--- config.mk ---
export PLATFORM = sky130hd
export DESIGN_NAME = multichannel_uart_3x_oversampled_top
export DESIGN_NICKNAME = d
export VERILOG_FILES = /design/src/rtl/mcuart_pkg.sv /design/src/rtl/multichannel_uart_3x_oversampled_top.sv
export SDC_FILE = /design/constraint.sdc
export NUM_CORES = 1
export LEC_CHECK = 0
export BUFFER_PORTS_ARGS = -buffer_cell sky130_fd_sc_hd__buf_2
export CAP_MARGIN = 20
export CORE_ASPECT_RATIO = 1.75
export CORE_MARGIN = 5
export CORE_UTILIZATION = 35
export DETAILED_ROUTE_END_ITERATION = 8
export GPL_TIMING_DRIVEN = 0
export PLACE_DENSITY = 0.5
export SETUP_SLACK_MARGIN = 0.1
export SLEW_MARGIN = 20
export SYNTH_ARGS = -nofsm -noshare
export SYNTH_HDL_FRONTEND = slang
export SYNTH_SLANG_ARGS = --single-unit
--- constraint.sdc ---
create_clock -name clk -period 2.65 [get_ports clk]
set_input_delay 0 -clock clk [delete_from_list [all_inputs] [get_ports clk]]
set_output_delay 0 -clock clk [all_outputs]
set_load 0.02 [all_outputs]
--- src/rtl/mcuart_pkg.sv ---
`default_nettype none

package mcuart_pkg;

  typedef enum logic [1:0] {
    OP_TICK  = 2'd0,
    OP_SEND  = 2'd1,
    OP_READ  = 2'd2,
    OP_FLUSH = 2'd3
  } uart_op_t;

  localparam int unsigned FRAME_BITS    = 10;
  localparam int unsigned DATA_BITS     = 8;
  localparam int unsigned TICKS_PER_BIT = 3;
  localparam int unsigned FIRST_SAMPLE  = 4;
  localparam int unsigned PIN_BITS      = 4;

  localparam logic [1:0] TX_CNT_RELOAD  = 2'(TICKS_PER_BIT);
  localparam logic [3:0] TX_BITS_LOAD   = 4'(FRAME_BITS);
  localparam logic [2:0] RX_CNT_RELOAD  = 3'(TICKS_PER_BIT);
  localparam logic [2:0] RX_CNT_FIRST   = 3'(FIRST_SAMPLE);
  localparam logic [3:0] RX_BITS_LOAD   = 4'(DATA_BITS);

endpackage

`default_nettype wire

--- src/rtl/multichannel_uart_3x_oversampled_top.sv ---
// Multichannel 8N1 UART with a shared 3x baud tick and a receive FIFO per channel.
// Input channel: one request per accepted item (in_valid high, in_stall low).
// The operation is a baud tick (all transmitters and enabled receivers advance,
// rx pins sampled), a send of in_tx_byte, a read of one FIFO byte, or a FIFO flush.
// Every request yields exactly one result on the output channel: the transmit
// pin levels, read byte and valid flag, send acceptance, and per-channel
// FIFO-not-empty and transmitter-busy flags, all taken after the request.
// out_valid rises when the output register loads the result: the request and its
// registered FIFO read first fill the read stage, then the output register loads.
// Throughput is one request per cycle; in_stall rises only while both the
// memory stage and the output register hold results and out_stall is high.
// The per-channel FIFO store is a memory of FIFO_DEPTH bytes with one write
// and one registered read port; its contents are not cleared by reset.
// Reset (rst_n low at a clock edge) idles all lines high, clears the frame
// counters and FIFO pointers, enables all receivers, and empties the pipeline.
// cfg_wr_en writes the receiver enable mask; write it only while idle.
`default_nettype none

module multichannel_uart_3x_oversampled_top #(
  parameter int unsigned CHANNELS   = 4,
  parameter int unsigned FIFO_DEPTH = 32
) (
  input  wire logic       clk,
  input  wire logic       rst_n,

  input  wire logic       cfg_wr_en,
  input  wire logic [3:0] cfg_wr_data,

  input  wire logic       in_valid,
  output logic            in_stall,
  input  wire logic [1:0] in_operation,
  input  wire logic [1:0] in_channel,
  input  wire logic [7:0] in_tx_byte,
  input  wire logic [3:0] in_rx_pins,

  output logic            out_valid,
  input  wire logic       out_stall,
  output logic [3:0]      out_tx_pins,
  output logic [7:0]      out_read_byte,
  output logic            out_read_valid,
  output logic            out_send_accepted,
  output logic [3:0]      out_rx_available,
  output logic [3:0]      out_tx_busy
);

  import mcuart_pkg::*;

  localparam int unsigned PTR_W = $clog2(FIFO_DEPTH);
  localparam logic [PTR_W-1:0] PTR_LAST = PTR_W'(FIFO_DEPTH - 1);

  // Configuration.
  logic [3:0] rx_mask_r;

  // Per-channel control state, one lane per channel.
  logic [CHANNELS-1:0] tx_line_r,   tx_line_nxt;
  logic [CHANNELS-1:0] tx_active_r, tx_active_nxt;
  logic [1:0]          tx_cnt_r     [CHANNELS];
  logic [1:0]          tx_cnt_nxt   [CHANNELS];
  logic [3:0]          tx_bits_r    [CHANNELS];
  logic [3:0]          tx_bits_nxt  [CHANNELS];
  logic [9:0]          tx_shift_r   [CHANNELS];
  logic [9:0]          tx_shift_nxt [CHANNELS];
  logic [CHANNELS-1:0] rx_active_r, rx_active_nxt;
  logic [CHANNELS-1:0] rx_await_r,  rx_await_nxt;
  logic [2:0]          rx_cnt_r     [CHANNELS];
  logic [2:0]          rx_cnt_nxt   [CHANNELS];
  logic [3:0]          rx_bits_r    [CHANNELS];
  logic [3:0]          rx_bits_nxt  [CHANNELS];
  logic [7:0]          rx_shift_r   [CHANNELS];
  logic [7:0]          rx_shift_nxt [CHANNELS];
  logic [7:0]          rx_bmask_r   [CHANNELS];
  logic [7:0]          rx_bmask_nxt [CHANNELS];
  logic [PTR_W-1:0]    wp_r         [CHANNELS];
  logic [PTR_W-1:0]    wp_nxt       [CHANNELS];
  logic [PTR_W-1:0]    rp_r         [CHANNELS];
  logic [PTR_W-1:0]    rp_nxt       [CHANNELS];

  logic [CHANNELS-1:0] rx_en;
  logic [CHANNELS-1:0] rx_pin;
  logic [CHANNELS-1:0] fifo_we;
  logic [7:0]          rd_data_r [CHANNELS];

  logic       in_acc;
  uart_op_t   op;
  logic       send_acc;
  logic       read_hit;
  logic [3:0] txp_nxt, avail_nxt, busy_nxt;

  // Memory read stage.
  logic       s1_valid_r;
  logic [1:0] s1_ch_r;
  logic       s1_rvalid_r;
  logic       s1_acc_r;
  logic [3:0] s1_txp_r, s1_avail_r, s1_busy_r;
  logic       out_load;
  logic [7:0] rd_sel;

  assign op       = uart_op_t'(in_operation);
  assign out_load = s1_valid_r && (!out_valid || !out_stall);
  assign in_stall = s1_valid_r && !out_load;
  assign in_acc   = in_valid && !in_stall;

  // Channels beyond the mask width are always enabled and see an idle line.
  for (genvar c = 0; c < CHANNELS; c++) begin : g_lane_in
    if (c < PIN_BITS) begin : g_pin
      assign rx_en[c]  = rx_mask_r[c];
      assign rx_pin[c] = in_rx_pins[c];
    end else begin : g_nopin
      assign rx_en[c]  = 1'b1;
      assign rx_pin[c] = 1'b1;
    end
  end

  always_comb begin
    logic [1:0] tcnt;
    logic [2:0] rcnt;
    logic [3:0] tbits;
    logic [3:0] rbits;
    tx_line_nxt   = tx_line_r;
    tx_active_nxt = tx_active_r;
    rx_active_nxt = rx_active_r;
    rx_await_nxt  = rx_await_r;
    fifo_we       = '0;
    send_acc      = 1'b0;
    read_hit      = 1'b0;
    for (int c = 0; c < CHANNELS; c++) begin
      tx_cnt_nxt[c]   = tx_cnt_r[c];
      tx_bits_nxt[c]  = tx_bits_r[c];
      tx_shift_nxt[c] = tx_shift_r[c];
      rx_cnt_nxt[c]   = rx_cnt_r[c];
      rx_bits_nxt[c]  = rx_bits_r[c];
      rx_shift_nxt[c] = rx_shift_r[c];
      rx_bmask_nxt[c] = rx_bmask_r[c];
      wp_nxt[c]       = wp_r[c];
      rp_nxt[c]       = rp_r[c];
      tcnt            = tx_cnt_r[c] - 2'd1;
      rcnt            = rx_cnt_r[c] - 3'd1;
      tbits           = tx_bits_r[c] - 4'd1;
      rbits           = rx_bits_r[c] - 4'd1;

      if (in_acc && op == OP_TICK) begin
        if (tx_active_r[c]) begin
          if (tcnt == 2'd0) begin
            tx_line_nxt[c]  = tx_shift_r[c][0];
            tx_shift_nxt[c] = {1'b0, tx_shift_r[c][9:1]};
            tcnt            = TX_CNT_RELOAD;
            tx_bits_nxt[c]  = tbits;
            if (tbits == 4'd0) begin
              tx_active_nxt[c] = 1'b0;
            end
          end
          tx_cnt_nxt[c] = tcnt;
        end
        if (rx_en[c]) begin
          priority if (rx_await_r[c]) begin
            // Stop bit period: the byte is committed when it runs out.
            rx_cnt_nxt[c] = rcnt;
            if (rcnt == 3'd0) begin
              rx_await_nxt[c]  = 1'b0;
              rx_active_nxt[c] = 1'b0;
              fifo_we[c]       = 1'b1;
              wp_nxt[c]        = (wp_r[c] == PTR_LAST) ? '0 : wp_r[c] + 1'b1;
            end
          end else if (!rx_active_r[c]) begin
            if (!rx_pin[c]) begin
              rx_active_nxt[c] = 1'b1;
              rx_shift_nxt[c]  = '0;
              rx_cnt_nxt[c]    = RX_CNT_FIRST;
              rx_bits_nxt[c]   = RX_BITS_LOAD;
              rx_bmask_nxt[c]  = 8'd1;
            end
          end else begin
            if (rcnt == 3'd0) begin
              rcnt = RX_CNT_RELOAD;
              if (rx_pin[c]) begin
                rx_shift_nxt[c] = rx_shift_r[c] | rx_bmask_r[c];
              end
              rx_bmask_nxt[c] = {rx_bmask_r[c][6:0], 1'b0};
              rx_bits_nxt[c]  = rbits;
              if (rbits == 4'd0) begin
                rx_await_nxt[c] = 1'b1;
              end
            end
            rx_cnt_nxt[c] = rcnt;
          end
        end
      end else if (in_acc && int'(in_channel) == c) begin
        unique case (op)
          OP_SEND: begin
            if (!tx_active_r[c]) begin
              tx_cnt_nxt[c]    = TX_CNT_RELOAD;
              tx_bits_nxt[c]   = TX_BITS_LOAD;
              tx_shift_nxt[c]  = {1'b1, in_tx_byte, 1'b0};
              tx_active_nxt[c] = 1'b1;
              send_acc         = 1'b1;
            end
          end
          OP_READ: begin
            if (rp_r[c] != wp_r[c]) begin
              rp_nxt[c] = (rp_r[c] == PTR_LAST) ? '0 : rp_r[c] + 1'b1;
              read_hit  = 1'b1;
            end
          end
          OP_FLUSH: begin
            wp_nxt[c] = '0;
            rp_nxt[c] = '0;
          end
          default: begin
          end
        endcase
      end
    end
  end

  for (genvar c = 0; c < PIN_BITS; c++) begin : g_status
    if (c < CHANNELS) begin : g_present
      assign txp_nxt[c]   = tx_line_nxt[c];
      assign avail_nxt[c] = (wp_nxt[c] != rp_nxt[c]);
      assign busy_nxt[c]  = tx_active_nxt[c];
    end else begin : g_absent
      assign txp_nxt[c]   = 1'b0;
      assign avail_nxt[c] = 1'b0;
      assign busy_nxt[c]  = 1'b0;
    end
  end

  // FIFO store per channel. A write and a used read never land in the same cycle,
  // since only a tick writes and only a read request uses the read data.
  for (genvar c = 0; c < CHANNELS; c++) begin : g_fifo
    logic [7:0] mem [FIFO_DEPTH];

    always_ff @(posedge clk) begin
      if (fifo_we[c]) begin
        mem[wp_r[c]] <= rx_shift_r[c];
      end
      if (in_acc) begin
        rd_data_r[c] <= mem[rp_r[c]];
      end
    end
  end

  always_ff @(posedge clk) begin
    if (!rst_n) begin
      rx_mask_r   <= 4'hF;
      tx_line_r   <= '1;
      tx_active_r <= '0;
      rx_active_r <= '0;
      rx_await_r  <= '0;
      for (int c = 0; c < CHANNELS; c++) begin
        tx_cnt_r[c]   <= '0;
        tx_bits_r[c]  <= '0;
        tx_shift_r[c] <= '0;
        rx_cnt_r[c]   <= '0;
        rx_bits_r[c]  <= '0;
        rx_shift_r[c] <= '0;
        rx_bmask_r[c] <= '0;
        wp_r[c]       <= '0;
        rp_r[c]       <= '0;
      end
    end else begin
      if (cfg_wr_en) begin
        rx_mask_r <= cfg_wr_data;
      end
      tx_line_r   <= tx_line_nxt;
      tx_active_r <= tx_active_nxt;
      rx_active_r <= rx_active_nxt;
      rx_await_r  <= rx_await_nxt;
      for (int c = 0; c < CHANNELS; c++) begin
        tx_cnt_r[c]   <= tx_cnt_nxt[c];
        tx_bits_r[c]  <= tx_bits_nxt[c];
        tx_shift_r[c] <= tx_shift_nxt[c];
        rx_cnt_r[c]   <= rx_cnt_nxt[c];
        rx_bits_r[c]  <= rx_bits_nxt[c];
        rx_shift_r[c] <= rx_shift_nxt[c];
        rx_bmask_r[c] <= rx_bmask_nxt[c];
        wp_r[c]       <= wp_nxt[c];
        rp_r[c]       <= rp_nxt[c];
      end
    end
  end

  // Memory read stage control.
  always_ff @(posedge clk) begin
    if (!rst_n) begin
      s1_valid_r <= 1'b0;
    end else if (in_acc) begin
      s1_valid_r <= 1'b1;
    end else if (out_load) begin
      s1_valid_r <= 1'b0;
    end
  end

  always_ff @(posedge clk) begin
    if (in_acc) begin
      s1_ch_r     <= in_channel;
      s1_rvalid_r <= read_hit;
      s1_acc_r    <= send_acc;
      s1_txp_r    <= txp_nxt;
      s1_avail_r  <= avail_nxt;
      s1_busy_r   <= busy_nxt;
    end
  end

  always_comb begin
    rd_sel = '0;
    for (int c = 0; c < CHANNELS; c++) begin
      if (int'(s1_ch_r) == c) begin
        rd_sel = rd_data_r[c];
      end
    end
  end

  // Output register.
  always_ff @(posedge clk) begin
    if (!rst_n) begin
      out_valid <= 1'b0;
    end else if (out_load) begin
      out_valid <= 1'b1;
    end else if (!out_stall) begin
      out_valid <= 1'b0;
    end
  end

  always_ff @(posedge clk) begin
    if (out_load) begin
      out_tx_pins       <= s1_txp_r;
      out_read_byte     <= s1_rvalid_r ? rd_sel : 8'd0;
      out_read_valid    <= s1_rvalid_r;
      out_send_accepted <= s1_acc_r;
      out_rx_available  <= s1_avail_r;
      out_tx_busy       <= s1_busy_r;
    end
  end

  // A receiver only waits out the stop bit while it is in a frame.
  a_await_in_frame: assert property (@(posedge clk) disable iff (!rst_n)
    (rx_await_r & ~rx_active_r) == '0)
    else $error("receiver awaits stop bit outside a frame");

  // Backpressure reaches the input only when the read stage is occupied.
  a_stall_needs_s1: assert property (@(posedge clk) disable iff (!rst_n)
    in_stall |-> s1_valid_r)
    else $error("input stalled with an empty read stage");

  // Every accepted request occupies the read stage in the next cycle.
  a_accept_fills_s1: assert property (@(posedge clk) disable iff (!rst_n)
    in_valid && !in_stall |=> s1_valid_r)
    else $error("accepted request lost before the read stage");

  // A send is accepted only by a transmitter that was idle.
  a_send_idle: assert property (@(posedge clk) disable iff (!rst_n)
    send_acc |-> ($countones(tx_active_nxt & ~tx_active_r) == 1))
    else $error("send accepted without starting a frame");

endmodule

`default_nettype wire

==> summary.md, run 1 <==
| Metric | Value |
|---|---|
| Post-synthesis mux area share | `13.56%` |
| WP buf/inv | `2` |
| Root buffer cell | `clkbuf_16` |
| Worst Skew | `0.04733 ns` |
| #FFs+latches synth | `1312` |
| Core area | `0.1513 sq mm` |
| Post-synth top area cell | `edfxtp_1` |
| Cell family with most CP delay | `multiplexers` |
| CP Launch Point | `rp_r[3][0]` |
| Area Growth Syn to Fin | `19.15%` |
| Async S/R FF share, synth | `0%` |
| Final core occ | `41.84%` |
| Max-slew violations | `0` |
| Worst Setup End Kind | `register` |
| Total GRT Usage | `17.71%` |
| Critical path fanouts, max | `10` |
| CP dominant cell by count | `mux4_2` |
| CP max stage delay | `0.56 ns` |
| Die Wd | `304.6 um` |
| Sequential area share after synthesis | `70.02%` |
| XOR/XNOR Fraction of Synth Area | `1.022%` |
| Row cnt | `189` |
| Clk buf depth | `3` |
| Worst path depth | `5` |
| Mapped Area | `about 0.053 sq mm` |
| Initial antenna violation count | `8` |
| Synth area leaders | `edfxtp_1 62%, mux4_2 11%, dfxtp_1 8.2%` |
| Gr ovfl total | `0` |
| Post-Synth Adder-Cell Area | `1.412%` |
| Simple-gate share of the synthesized area | `6.966%` |
| R2R Path End | `rd_data_r[3][0]` |
| Total power | `around 41 mW` |
| Max-cap violations | `0` |
| Fmax | `0.3953 GHz` |
| DR iter-0 viols | `1972` |
| Synth warnings | `0` |
| Area share of the largest cell type after synthesis | `61.81%` |
| Yosys cell types | `87` |
| PortBufs | `44` |
| Synth Instances | `3252` |
| Fill count | `13690` |
| Antenna viol nets, final | `0` |
| Least-Margin Pin Slew | `around 1.2 ns` |
| Max transition margin | `21.04%` |
| Worst setup endpoint | `rd_data_r[3][0]` |
| Reg2Reg Launch Point | `rp_r[3][0]` |
| Slowest cell on crit path | `mux4_2` |
| Final setup vio count | `0` |
| Setup Crit Path Kind | `register to register` |
| P per Cell Area | `648.2 mW/mm^2` |
| Syn_nets | `3337` |
| Die ar. | `0.1601 sq mm` |
| Most common cell in the synthesized netlist | `edfxtp_1` |
| Die Y | `~530 um` |
| Placer Congestion | `around 0.83` |
| R2R depth | `5` |
| Largest net degree at the start of global routing | `about 50` |
| Worst path required time | `3.12 ns` |
| Clock-pin slew on the worst setup and hold paths | `~0.07 ns` |
| Drt drc | `0` |
| Clock Latency Late Sink | `between 0.7 and 0.8 ns` |
| Main synth FF type | `edfxtp_1` |
| Worst VDD drop | `between 0.6 and 0.7 mV` |
| Layout cells sized above 1 | `27.98%` |
| EDFF count, synth | `1094` |
| RSZ-0062 raised after global routing | `yes` |
| TritonCTS clock tree | `done` |
| Setup TNS | `0 ns` |
| Worst hold path class | `input port to register` |
| Seq. cell area | `roughly 0.037 sq mm` |
| Post-synthesis compound-gate area fraction | `5.191%` |
| Startpoint types | `register` |
| R2r setup slk | `0.12 ns` |
| Arrival @ worst endpoint | `3.00 ns` |
| Multi-input gate area | `around 0.016 sq mm` |
| DR WL/cell | `approximately 26 um` |
| Final worst path period share | `95.46%` |
| Synth top cells by count | `1094 x edfxtp_1, 356 x nor2_1, 270 x mux4_2` |
| Largest family of logic cells by synthesized area | `multiplexers` |
| H-tree depth | `3` |
| Nets | `3609` |
| TritonRoute pass-1 iters | `5` |
| Avg Cell Area, Syn | `16.34 sq um` |
| Final hold violations | `0` |
| Outcome | `finished clean` |
| Vias in the first global route | `31010` |
| Leak | `19.80 nW` |
| Total number of vias | `29290` |
| Min cycle time layout | `2.530 ns` |
| CTS sink count | `1312` |
| Hpwl dp | `103100 um` |
| Starting density of the core | `around a third` |
| First-pass GRT wire length | `210900 um` |
| Critical path, cell by cell | `buf_12 > buf_6 > mux4_2 > mux4_2 > mux2_2` |
| IO Count | `49` |
| Total wire length after detailed routing | `144300 um` |
| Vias per cell | `5.198` |
| TritonCTS buffer count | `120` |
-- stage by stage --
step                area (sq um)  cells  setup slack, ns  hold slack [ns]
floorplan                  53190   3252          0.01913          0.09887
detailed placement         56010   5303           -1.042           0.1933
global route               63320   5633          0.05064           0.1022
CTS                        62840   5615         -0.01889          0.04703
finish                     63320   5635           0.1204           0.1307
global placement           55920   5301           -1.975           0.1945
-- cell usage in the layout, fill, tap and decap left out, types with 30 or more instances in the layout --
cell,count
edfxtp_1,1094
mux4_2,270
nor2_1,222
dfxtp_1,167
a21oi_1,140
nand2_1,132
nor2_4,125
clkbuf_16,123
mux2i_1,91
nand3_1,67
buf_2,65
buf_4,62
clkbuf_1,62
inv_1,54
ha_1,49
dfxtp_2,49
buf_12,45
o21ai_0,45
nor3_1,45
and2_1,40
a211oi_1,36
dlygate4sd3_1,32
xnor2_1,30
-- cell type report --
class / instances / share of cell area [%]
flip-flops and latches: 1312 / 58.88
multi-input cells: 1709 / 25.81
clock buffers: 147 / 5.040
well taps: 2005 / 3.962
repair buffers: 153 / 2.553
plain buffers: 168 / 1.946
clock inverters: 78 / 1.413
inverters: 60 / 0.3833
diodes: 3 / 0.01186
-- state kept, by name, indices dropped and copies added (netlist names), 8 cells and up --
register / count
g_fifo.mem: 1024
tx_shift_r: 40
rd_data_r: 32
rx_bmask_r: 32
rx_shift_r: 32
rp_r: 20
wp_r: 20
rx_bits_r: 16
tx_bits_r: 16
rx_cnt_r: 12
out_read_byte: 8
tx_cnt_r: 8
-- logic make-up after synthesis --
group / count (synthesis)
flops: 1312
simple gates: 790
xor+xnor: 62
compound gates: 417
fa+ha+maj: 60
buf+inv: 231
mux: 380
-- worst register-to-register path, stage by stage, from the launching register on --
cell and delay (ns):
dfxtp_2 0.36, buf_12 0.17, buf_6 0.24, mux4_2 0.55
mux4_2 0.56, mux2_2 0.37
-- where the power goes --
part	switching, mW	total, mW	internal, mW
clock	7.94	18.1	10.2
sequential	0.0683	22.2	22.1
combinational	0.499	0.758	0.259
total	8.50	41.0	32.5
-- routing by layer --
| metal | wire length [um] | up-vias | track usage [%] |
|---|---|---|---|
| li1 | - | 13290 | - |
| met1 | 51150 | 15200 | 18.80 |
| met2 | 83570 | 580 | 35.78 |
| met3 | 4259 | 219 | 1.848 |
| met4 | 5328 | 4 | 6.242 |
| met5 | 27 | - | 0 |
-- repair_timing --
| item | 4_1_cts | 5_1_grt |
|---|---|---|
| gates resized for setup | 486 | 120 |
| setup buffers | 56 | 19 |
| pin swaps | 60 | 29 |
| cloned | 0 | 0 |
| endpoints found under the hold margin | 138 | 0 |
| setup endpoints to repair | 1110 | 504 |
| hold buffers | 32 | 0 |
-- how the worst min path moves through the flow --
stage | from | endpoint | cells past startpoint
finish | in_channel[0] | s1_ch_r[0] | 2
global placement | in_channel[1] | s1_ch_r[1] | 1
global route | in_channel[1] | s1_ch_r[1] | 2
detailed placement | in_channel[0] | s1_ch_r[0] | 1
floorplan | in_channel[0] | s1_ch_r[0] | 0
CTS | in_channel[0] | s1_ch_r[0] | 2
Note: power is estimated with default switching activity, not from simulation.
==> run 2: changes to the inputs <==
Settings changed: PLACE_DENSITY 0.5 to unset, PLACE_DENSITY_LB_ADDON set to 0.2.
==> run 2 against run 1 <==
The run now ends with negative hold slack left. Clock-buffer cell count fell by 3. Largest power group unchanged. Critical endpoint is now s1_avail_r[2]. Sequential share of layout area fell by 0.20 points. Via count rose by 0.70%. Clock power barely moved. Highest routed layer unchanged.
==> summary.md, run 2 (synthesis results as in run 1) <==
| Metric | Value |
|---|---|
| R2r setup slk | `0.04 ns (was 0.12 ns)` |
| Hold endpoint | `wp_r[0][3] (was s1_ch_r[0])` |
| Max-slew violations | `0 (unchanged)` |
| First-pass GRT wire length | `208800 um (was 210900 um)` |
| Critical path, cell by cell | `nand3_4 > buf_8 > buf_4 > buf_12 > buf_4 > nand4_1 > nor2_1 > a32oi_1 > nand2_1 > xnor2_1 > nand4_1 (was buf_12 > buf_6 > mux4_2 > mux4_2 > mux2_2)` |
| Max-cap violations | `0 (unchanged)` |
| Routed wl met3 | `4552 um (was 4259 um)` |
| Largest net degree at the start of global routing | `34 (was 49)` |
| Worst hold path class | `input port to register (unchanged)` |
| Nets | `3630 (was 3609)` |
| IO Count | `49 (unchanged)` |
| Vias per cell | `5.214 (was 5.198)` |
| Worst Setup End Kind | `register (unchanged)` |
| Max transition margin | `25.27% (was 21.04%)` |
| Placer Congestion | `0.8117 (was 0.8295)` |
| Die Wd | `304.6 um (unchanged)` |
| CP max stage delay | `0.40 ns (was 0.56 ns)` |
| R2R depth | `11 (was 5)` |
| Met2 wire length | `82190 um (was 83570 um)` |
| Fill count | `13640 (was 13690)` |
| R2R Path End | `s1_avail_r[2] (was rd_data_r[3][0])` |
| Final hold violations | `1 (was 0)` |
| P per Cell Area | `645.7 mW/mm^2 (was 648.2 mW/mm^2)` |
| Max reg flops | `1024 (unchanged)` |
| Clk buf depth | `3 (unchanged)` |
| Layout cells sized above 1 | `28.40% (was 27.98%)` |
| Min cycle time layout | `2.614 ns (was 2.530 ns)` |
| RSZ-0062 raised after global routing | `yes (unchanged)` |
| Area Growth Syn to Fin | `19.57% (was 19.15%)` |
| Antenna viol nets, final | `0 (unchanged)` |
| TritonCTS clock tree | `done (unchanged)` |
| Worst path required time | `3.07 ns (was 3.12 ns)` |
| Total wire length after detailed routing | `143700 um (was 144300 um)` |
| Setup Crit Path Kind | `register to register (unchanged)` |
| Most frequent cells in the layout | `1094 x edfxtp_1, 270 x mux4_2, 222 x nor2_1, 167 x dfxtp_1, 136 x a21oi_1 (was 1094 x edfxtp_1, 270 x mux4_2, 222 x nor2_1, 167 x dfxtp_1, 140 x a21oi_1)` |
| Least-Margin Pin Slew | `1.119 ns (was 1.183 ns)` |
| Hpwl dp | `101800 um (was 103100 um)` |
| TritonCTS buffer count | `119 (was 120)` |
| Row cnt | `189 (unchanged)` |
| TritonRoute pass-1 iters | `6 (was 5)` |
| Multi-input gate area | `0.01644 sq mm (was 0.01635 sq mm)` |
| Fmax | `0.3826 GHz (was 0.3953 GHz)` |
| Leak | `19.93 nW (was 19.80 nW)` |
| Total GRT Usage | `17.53% (was 17.71%)` |
| Reg2Reg Launch Point | `s1_valid_r (was rp_r[3][0])` |
| Die Y | `525.5 um (unchanged)` |
| H-tree depth | `3 (unchanged)` |
| Worst VDD drop | `0.5108 mV (was 0.6873 mV)` |
| Commonest non-fill, non-tap cell in the layout | `edfxtp_1 (unchanged)` |
| Failing checks | `negative hold slack` |
| Vias in the first global route | `30550 (was 31010)` |
| Seq. cell area | `0.03729 sq mm (was 0.03728 sq mm)` |
| PortBufs | `44 (unchanged)` |
| Slowest cell on crit path | `a32oi_1 (was mux4_2)` |
| Drt drc | `0 (unchanged)` |
| Clock Latency Late Sink | `0.75 ns (about the same)` |
| Gr ovfl total | `0 (unchanged)` |
| Placed cell area | `0.05606 sq mm (was 0.05601 sq mm)` |
| Worst Skew | `0.03424 ns (was 0.04733 ns)` |
| Arrival @ worst endpoint | `3.04 ns (was 3.00 ns)` |
| DR top layer | `met5 (unchanged)` |
| DR iter-0 viols | `1894 (was 1972)` |
| Metal-1 WL | `51230 um (was 51150 um)` |
| Initial antenna violation count | `9 (was 8)` |
| Root buffer cell | `clkbuf_16 (unchanged)` |
| Total number of vias | `29500 (was 29290)` |
| Outcome | `finished with violations (was finished clean)` |
| Clock-pin slew on the worst setup and hold paths | `0.07 ns (about the same)` |
| Hold path depth | `6 (was 2)` |
| CTS sink count | `1312 (unchanged)` |
| Critical path fanouts, max | `4 (was 10)` |
| Setup TNS | `0 ns (unchanged)` |
| Die ar. | `0.1601 sq mm (unchanged)` |
| DR WL/cell | `25.39 um (was 25.61 um)` |
| Core area | `0.1513 sq mm (unchanged)` |
| Final worst path period share | `98.64% (was 95.46%)` |
| Starting density of the core | `35.12% (unchanged)` |
| Final setup vio count | `0 (unchanged)` |
| Final Cell Area | `0.06355 sq mm (was 0.06332 sq mm)` |
| WHS | `-0.06194 ns (was 0.1307 ns)` |
| Startpoint types | `register (unchanged)` |
| HP Start | `in_valid (was in_channel[0])` |
## run 2: cell count changes in the layout (fill, tap and decap cells not counted), moves of 4 or more
cell	previous run	this run
a21oi_1	140	136
clkbuf_8	10	14
dlygate4sd3_1	32	37
clkbuf_1	62	68
buf_12	45	37
clkbuf_2	28	20
clkinv_4	2	6
buf_4	62	83
a21oi_2	14	18
## run 2: per-layer routing
metal	vias to the layer above	global-route usage (%)
met1	15360	18.79
met3	236	2.186
met5	-	0
met4	4	6.382
met2	589	34.83
li1	13310	-
## run 2: worst max path at each step
stage               startpoint               end  cells past startpoint
global route        s1_valid_r   tx_bits_r[2][2]                     13
finish              s1_valid_r     s1_avail_r[2]                     11
floorplan            out_valid   tx_bits_r[2][2]                     13
global placement    s1_valid_r  out_read_byte[5]                      1
CTS                  out_valid   tx_bits_r[2][2]                     13
detailed placement  rp_r[1][0]   rd_data_r[1][4]                      8
## run 2: power by group
group	internal, mW	switching, mW	total (mW)
logic	0.268	0.496	0.764
clock network	10.1	7.95	18.1
registers	22.1	0.0679	22.2
total	32.5	8.51	41.0
## run 2: stage by stage
stage / power, mW / utilization [%] / hold slack [ns] / instances / worst slack, ns
finish: 41.04 / 41.99 / -0.06194 / 5657 / 0.03603
global route: 42.33 / 41.99 / 0.02869 / 5654 / -0.02431
CTS: 41.42 / 41.54 / 0.005024 / 5621 / -0.03417
detailed placement: 23.30 / 37.04 / 0.1945 / 5305 / -1.162
global placement: 23.28 / 36.95 / 0.1951 / 5301 / -1.562
floorplan: 22.99 / - / 0.09887 / 3252 / 0.01913
## run 2: layout make-up
cell class,instances,share of cell area (%)
antenna,4,0.01575
buffer,170,1.971
clock buffer,144,4.928
clock inverter,80,1.508
inverter,60,0.3820
multi-input combinational,1709,25.88
sequential,1312,58.68
tap,2005,3.948
timing repair buffer,173,2.693
## run 2: repair_timing
action                                  in CTS  in global routing
hold buffers                                35                  3
gates cloned                                 0                  1
setup buffers                               58                 29
pin swaps                                   47                 36
endpoints found under the setup margin    1127                748
hold endpoints to repair                   140                 12
gates resized for setup                    499                113
## run 2: critical path: cells and delay by family, from the launching register on
family,cells,cell delay [ns]
xor+xnor,1,0.19
flops,1,0.37
compound gates,1,0.40
buf+inv,4,0.52
simple gates,5,0.81
